### src/cvn_pkg.sv
package cvn_pkg;

  localparam int VECTOR_LEN = 16;
  localparam int DATA_W     = 16;
  localparam int CNT_W      = $clog2(VECTOR_LEN + 1);
  localparam int IDX_W      = $clog2(VECTOR_LEN);
  localparam int SUM_W      = 38;
  localparam int RAD_W      = SUM_W + 16;
  localparam int ROOT_W     = RAD_W / 2;
  localparam int REM_W      = ROOT_W + 3;
  localparam int NORM_W     = 20;
  localparam int Q_W        = 30;
  localparam int N_W        = 40;
  localparam int DSH_W      = ROOT_W + 1 + Q_W - 1;
  localparam int SQ_STEPS   = ROOT_W;

  typedef enum logic [2:0] {
    S_COLLECT,
    S_FLUSH,
    S_ROOT,
    S_SQRT,
    S_READ,
    S_DIVST,
    S_DIV,
    S_EMIT
  } state_e;

  typedef struct packed {
    logic acc_clr;
    logic sqrt_start;
    logic rd_en;
    logic div_start;
    logic out_load;
    logic idx_inc;
  } cmd_t;

  typedef struct packed {
    logic sqrt_done;
    logic div_done;
    logic emit_last;
    logic out_free;
  } sts_t;

endpackage

### src/cvn_ctrl.sv
module cvn_ctrl import cvn_pkg::*; (
  input  logic clk_i,
  input  logic rst_ni,
  input  logic in_acc_i,
  input  logic last_elem_i,
  input  sts_t sts_i,
  output cmd_t cmd_o,
  output logic in_stall_o
);

  state_e state_q, state_d;

  always_ff @(posedge clk_i or negedge rst_ni) begin
    if (!rst_ni) begin
      state_q <= S_COLLECT;
    end else begin
      state_q <= state_d;
    end
  end

  always_comb begin
    state_d    = state_q;
    cmd_o      = '0;
    in_stall_o = 1'b1;
    case (state_q)
      S_COLLECT: begin
        in_stall_o = 1'b0;
        if (in_acc_i && last_elem_i) state_d = S_FLUSH;
      end
      // last square lands in the sum here
      S_FLUSH: state_d = S_ROOT;
      S_ROOT: begin
        cmd_o.sqrt_start = 1'b1;
        state_d          = S_SQRT;
      end
      S_SQRT: if (sts_i.sqrt_done) state_d = S_READ;
      S_READ: begin
        cmd_o.rd_en = 1'b1;
        state_d     = S_DIVST;
      end
      S_DIVST: begin
        cmd_o.div_start = 1'b1;
        state_d         = S_DIV;
      end
      S_DIV: if (sts_i.div_done) state_d = S_EMIT;
      S_EMIT: begin
        if (sts_i.out_free) begin
          cmd_o.out_load = 1'b1;
          if (sts_i.emit_last) begin
            cmd_o.acc_clr = 1'b1;
            state_d       = S_COLLECT;
          end else begin
            cmd_o.idx_inc = 1'b1;
            state_d       = S_READ;
          end
        end
      end
      default: state_d = S_COLLECT;
    endcase
  end

endmodule

### config.mk
export PLATFORM = sky130hd
export DESIGN_NAME = cvn_ctrl
export DESIGN_NICKNAME = d
export VERILOG_FILES = /design/src/cvn_pkg.sv /design/src/cvn_ctrl.sv
export SDC_FILE = /design/constraint.sdc
export NUM_CORES = 1
export LEC_CHECK = 0
export BUFFER_PORTS_ARGS = -buffer_cell sky130_fd_sc_hd__buf_2
export CAP_MARGIN = 10
export CELL_PAD_IN_SITES_DETAIL_PLACEMENT = 0
export CELL_PAD_IN_SITES_GLOBAL_PLACEMENT = 1
export CORE_AREA = 2 2 39 41
export DETAILED_ROUTE_END_ITERATION = 10
export DIE_AREA = 0 0 41 43
export GPL_TIMING_DRIVEN = 0
export PLACE_DENSITY_LB_ADDON = 0.1
export SLEW_MARGIN = 20
export SYNTH_ARGS = -nofsm -noshare
export SYNTH_HDL_FRONTEND = slang
export SYNTH_SLANG_ARGS = --single-unit
### constraint.sdc
create_clock -name clk_i -period 1.1 [get_ports clk_i]
set_clock_uncertainty 0.05 [all_clocks]
set_input_delay 0 -clock clk_i [delete_from_list [all_inputs] [get_ports clk_i]]
set_output_delay 0 -clock clk_i [all_outputs]
set_load 0.03 [all_outputs]
## Yosys cells after proc, flatten, opt, wreduce, memory -nomap -nowiden

Cells that the tools add are included.

- Flip-flop bits (word level): 3
- Logic and storage cells: 31

- Equality and inequality tests: 11
- Muxes and demuxes: 16
- Reduce and logical (&&, ||, !) cells: 3

Operators with widths:

| kind | number |
|---|---|
| case mux 3 bit (8 select lines) | 1 |
| two-way mux 3 bit | 5 |
| == test 3 bit (second input constant) | 4 |
| two-way mux 1 bit | 8 |
| != test 2 bit (second input constant) | 4 |
| == test 3 x 2 -> 1 bit (second input constant) | 2 |
| two-way mux 2 bit | 2 |
| AND reduction 4 bit | 1 |
| == test 3 x 1 -> 1 bit (second input constant) | 1 |
| logical NOT 3 bit | 1 |
| logical AND 1 bit | 1 |

## Depth between registers and ports, before layout

- Word-level depth: 3
- Mapped depth: 3

## Worst setup path before layout

Ideal clock, no wire load.

- Path type: reg2out
- Start point: register state_q[0]
- End point: output cmd_o[4] in the netlist's numbering
- Data arrival time: 1.236 ns
- Required time: 1.050 ns
- Path slack: -0.186 ns
- Stages on the path, launching flop included: 3
- Buffers on the path: 1
- Path through: dfrtp_1 buf_2 nor3b_1

RTL lines:

| item | line | source |
|---|---|---|
| start, declared | cvn_ctrl.sv:11 | `state_e state_q, state_d;` |
| start signal, assigned | cvn_ctrl.sv:17 | `state_q <= state_d;` |
| end, declared | cvn_ctrl.sv:7 | `output cmd_t cmd_o,` |

==> impl_metrics.prom <==
# TYPE chip_impl_metric gauge
chip_impl_metric{name="cts_num_sinks",unit=""} 3
chip_impl_metric{name="totalNegativeSetupSlack",unit="ns"} -0.975
chip_impl_metric{name="layout_area_overhead",unit="%"} 131
chip_impl_metric{name="reg2regPathDepth",unit=""} 4
chip_impl_metric{name="initial_antenna_violation_count",unit=""} 0
chip_impl_metric{name="synth_seq_cells",unit=""} 3
chip_impl_info{name="synth_top_family_by_area",value="simple AND/OR/NAND/NOR gates"} 1
chip_impl_metric{name="detail_route.wirelength",unit="um"} 784
chip_impl_metric{name="cell_row_count",unit=""} 14
chip_impl_metric{name="ctsHtreeMaxLevel",unit=""} 1
chip_impl_metric{name="ioPinCount",unit=""} 15
chip_impl_metric{name="clk_pin_slew_worst_paths",unit="ns"} 0.04
chip_impl_metric{name="drt_iter0_markers",unit=""} 4
chip_impl_metric{name="die_h",unit="um"} 43
chip_impl_metric{name="synth-warning-count",unit=""} 0
chip_impl_metric{name="wire_per_inst",unit="um"} 11.7
chip_impl_metric{name="layout_worst_path_cycle_share",unit="%"} 118
chip_impl_metric{name="yosys.area_share.adder",unit="%"} 0
chip_impl_metric{name="core_region_area",unit="um2"} 1380
chip_impl_metric{name="final_area",unit="um2"} 519
chip_impl_metric{name="post_synthesis_compound_gate_area_fraction",unit="%"} 14.4
chip_impl_info{name="status",value="finished, violations left"} 1
chip_impl_metric{name="ir_drop",unit="mV"} 0.924
chip_impl_metric{name="post_synth_xor_area_fraction",unit="%"} 0
chip_impl_metric{name="cts_inserted_buffers",unit=""} 3
chip_impl_metric{name="port-buffer-count",unit=""} 14
chip_impl_metric{name="timing.critical_path.fanout_max",unit=""} 7
chip_impl_metric{name="synth_simple_gate_area_share",unit="%"} 33.3
chip_impl_metric{name="dp.final_hpwl",unit="um"} 428
chip_impl_info{name="cts-root-buf",value="sky130_fd_sc_hd__clkbuf_4"} 1
chip_impl_info{name="start_kind",value="flop"} 1
chip_impl_metric{name="setup_viol_count_final",unit=""} 8
chip_impl_metric{name="finalCoreUtilization",unit="%"} 37.5
chip_impl_metric{name="ant_nets",unit=""} 0
chip_impl_metric{name="regToRegSetupSlack",unit="ns"} -0.06
chip_impl_info{name="failed_checks",value="setup timing"} 1
chip_impl_metric{name="syn_inst",unit=""} 24
chip_impl_metric{name="drive_above_1_share",unit="%"} 82.4
chip_impl_metric{name="timing.critical_path.arrival",unit="ns"} 1.25
chip_impl_info{name="min_path_type",value="in -> async"} 1
chip_impl_info{name="rr_startpoint",value="state_q[1]$_DFFE_PN0P_"} 1
chip_impl_metric{name="power.static_leakage",unit="nW"} 0.242
chip_impl_metric{name="floorplan.die_area",unit="um2"} 1760
chip_impl_info{name="grt_setup_unrepaired",value="yes"} 1
chip_impl_metric{name="largest_register_ffs",unit=""} 3
chip_impl_metric{name="power.density_cell_area",unit="nW/um2"} 2790
chip_impl_info{name="cts_tree",value="done"} 1
chip_impl_metric{name="final_hold_fails",unit=""} 0
chip_impl_metric{name="drt-pass1-iter-count",unit=""} 2
chip_impl_metric{name="cts_max_path_buffers",unit=""} 2
chip_impl_metric{name="global_route_wire_length_before_repair",unit="um"} 1130
chip_impl_metric{name="fp.dieW",unit="um"} 41
chip_impl_metric{name="synth.net_count",unit=""} 32
chip_impl_info{name="crit_path_cell_trace",value="buf_6 > and4_4 > and2b_2 > buf_6"} 1
chip_impl_info{name="top_regs",value="state_q x3"} 1
chip_impl_metric{name="post-route-worst-setup-slack",unit="ns"} -0.197
chip_impl_info{name="largest_register_by_flop_count",value="state_q"} 1
chip_impl_metric{name="synth_cell_type_count",unit=""} 17
chip_impl_metric{name="synth.area.mux_share",unit="%"} 6.67
chip_impl_info{name="worstSetupPathType",value="reg -> out"} 1
chip_impl_info{name="critPathMostFrequentCell",value="sky130_fd_sc_hd__buf_6"} 1
chip_impl_metric{name="gp_routability_congestion",unit=""} 0.630
chip_impl_metric{name="routed-via-count",unit=""} 289
chip_impl_metric{name="final_critical_period",unit="ns"} 1.30
chip_impl_metric{name="max-slew-margin-rel",unit="%"} 87.6
chip_impl_metric{name="ys_seq_area_share",unit="%"} 33.3
chip_impl_metric{name="cell_area_after_placement",unit="um2"} 324
chip_impl_metric{name="drc_violation_count_after_routing",unit=""} 0
chip_impl_metric{name="clock_insertion_delay_worst_skew",unit="ns"} 0.24
chip_impl_metric{name="mapped_cell_area",unit="um2"} 225
chip_impl_metric{name="critPathMaxStageDelay",unit="ns"} 0.36
chip_impl_metric{name="dp.cells",unit=""} 54
chip_impl_metric{name="fin_worst_hold_slack",unit="ns"} 0.0337
chip_impl_metric{name="grt_pass1_vias",unit=""} 314
chip_impl_info{name="timing.critical_path.to_type",value="output port"} 1
chip_impl_metric{name="post_synth.cell_area_avg",unit="um2"} 9.38
chip_impl_metric{name="fin_cells",unit=""} 67
chip_impl_metric{name="grt_start_max_net_pins",unit=""} 8
chip_impl_metric{name="floorplan.initialDensity",unit="%"} 16.3
chip_impl_metric{name="n_diodes",unit=""} 0
chip_impl_metric{name="finalNetCount",unit=""} 60
chip_impl_metric{name="globalRouteTotalUtil",unit="%"} 9.86
chip_impl_metric{name="timing_max_transition_violations_final",unit=""} 0
chip_impl_info{name="crit_path_top_delay_cell",value="sky130_fd_sc_hd__dfrtp_1"} 1
chip_impl_metric{name="vias_per_cell",unit=""} 4.31
chip_impl_metric{name="maxClockFrequency",unit="GHz"} 0.771
chip_impl_metric{name="worst_slew_pin_slew",unit="ns"} 0.186
chip_impl_metric{name="crit_required",unit="ns"} 1.05
chip_impl_info{name="r2r-end",value="state_q[0]$_DFFE_PN0P_"} 1
chip_impl_metric{name="max-cap-violations",unit=""} 0
chip_impl_metric{name="overflow_left_after_global_routing",unit=""} 0
==> worst max-delay path: cells and delay by family, from the launching register on <==
family        cells  cell delay (ns)
buf+inv           2             0.27
flops             1             0.36
simple gates      2             0.37
==> cells by family after synthesis <==
family / Yosys count
multiplexers: 1
AO/OA/AOI/OAI: 5
flip-flops: 3
AND/OR/NAND/NOR: 12
buffers and inverters: 3
==> what timing repair did <==
action | 4_1_cts | 5_1_grt
hold buffers | 2 | 0
pin swaps | 4 | 6
endpoints found under the hold margin | 4 | 0
buffers inserted | 7 | 1
endpoints found under the setup margin | 7 | 9
gates resized for setup | 22 | 8
==> cells in the mapped netlist <==
cell type | n | share of area [%]
sky130_fd_sc_hd__dfrtp_1 | 3 | 33
sky130_fd_sc_hd__a21oi_1 | 2 | 4.4
sky130_fd_sc_hd__and2_1 | 2 | 5.6
sky130_fd_sc_hd__buf_6 | 2 | 10
sky130_fd_sc_hd__nand2_1 | 2 | 3.3
sky130_fd_sc_hd__nor2_1 | 2 | 3.3
sky130_fd_sc_hd__a211oi_1 | 1 | 3.3
sky130_fd_sc_hd__a31oi_1 | 1 | 2.8
sky130_fd_sc_hd__and2_2 | 1 | 3.3
sky130_fd_sc_hd__and2b_1 | 1 | 3.3
sky130_fd_sc_hd__and3b_1 | 1 | 3.9
sky130_fd_sc_hd__and4_2 | 1 | 4.4
sky130_fd_sc_hd__buf_2 | 1 | 2.2
sky130_fd_sc_hd__mux2_4 | 1 | 6.7
sky130_fd_sc_hd__nor3b_1 | 1 | 3.3
sky130_fd_sc_hd__o32ai_1 | 1 | 3.9
sky130_fd_sc_hd__or3_1 | 1 | 2.8
==> stage by stage <==
stage | total power, mW | setup slack [ns]
final | 1.45 | -0.197
after global placement | 0.798 | -0.00327
after floorplan | 0.664 | 0.0400
after CTS | 1.37 | -0.202
after global routing | 1.53 | -0.234
after detailed placement | 0.798 | -0.0107
==> cells in the final DEF, fill, tap and decap left out, drive strengths merged <==
cell and instances:
dlygate4sd3 2, and2b 1, dfrtp 3, a211oi 1, and4 1, or3 1, mux2 1, clkbuf 4
nor3b 1, and3b 1, buf 24, o32ai 1, nand2 2, a21oi 2, nor2 2, a31oi 1
and2 3
==> power breakdown <==
part	switching, mW	internal (mW)
Sequential	0.0441	0.167
Clock	0.0615	0.136
Combinational	0.475	0.567
Total	0.581	0.870
==> area by class of cell <==
type                       count  area (um2)
timing repair buffer          24         205
sequential                     3        76.3
tap                           16        20.0
clock buffer                   4        26.3
fill                         154         865
buffer                         2        22.5
multi-input combinational     18         169
==> how the worst max path moves through the flow <==
stage / start / end / slack (ns) / depth (start not counted)
global route: state_q[0]$_DFFE_PN0P_ / cmd_o[0] / -0.23 / 4
finish: state_q[0]$_DFFE_PN0P_ / cmd_o[0] / -0.20 / 4
CTS: state_q[2]$_DFFE_PN0P_ / in_stall_o / -0.20 / 3
detailed placement: state_q[0]$_DFFE_PN0P_ / cmd_o[0] / -0.01 / 4
global placement: state_q[0]$_DFFE_PN0P_ / cmd_o[0] / -0.003 / 4
floorplan: state_q[0]$_DFFE_PN0P_ / cmd_o[5] / 0.04 / 3
==> layer usage <==
| layer | routed length (um) | vias up | track usage, % |
|---|---|---|---|
| met3 | 40 | 2 | 3.14 |
| met1 | 294 | 140 | 9.39 |
| li1 | - | 137 | - |
| met2 | 435 | 10 | 15.9 |
| met4 | 13 | 0 | 8.00 |
| met5 | 0 | - | 0 |
Note: power is estimated with default switching activity, not from simulation.
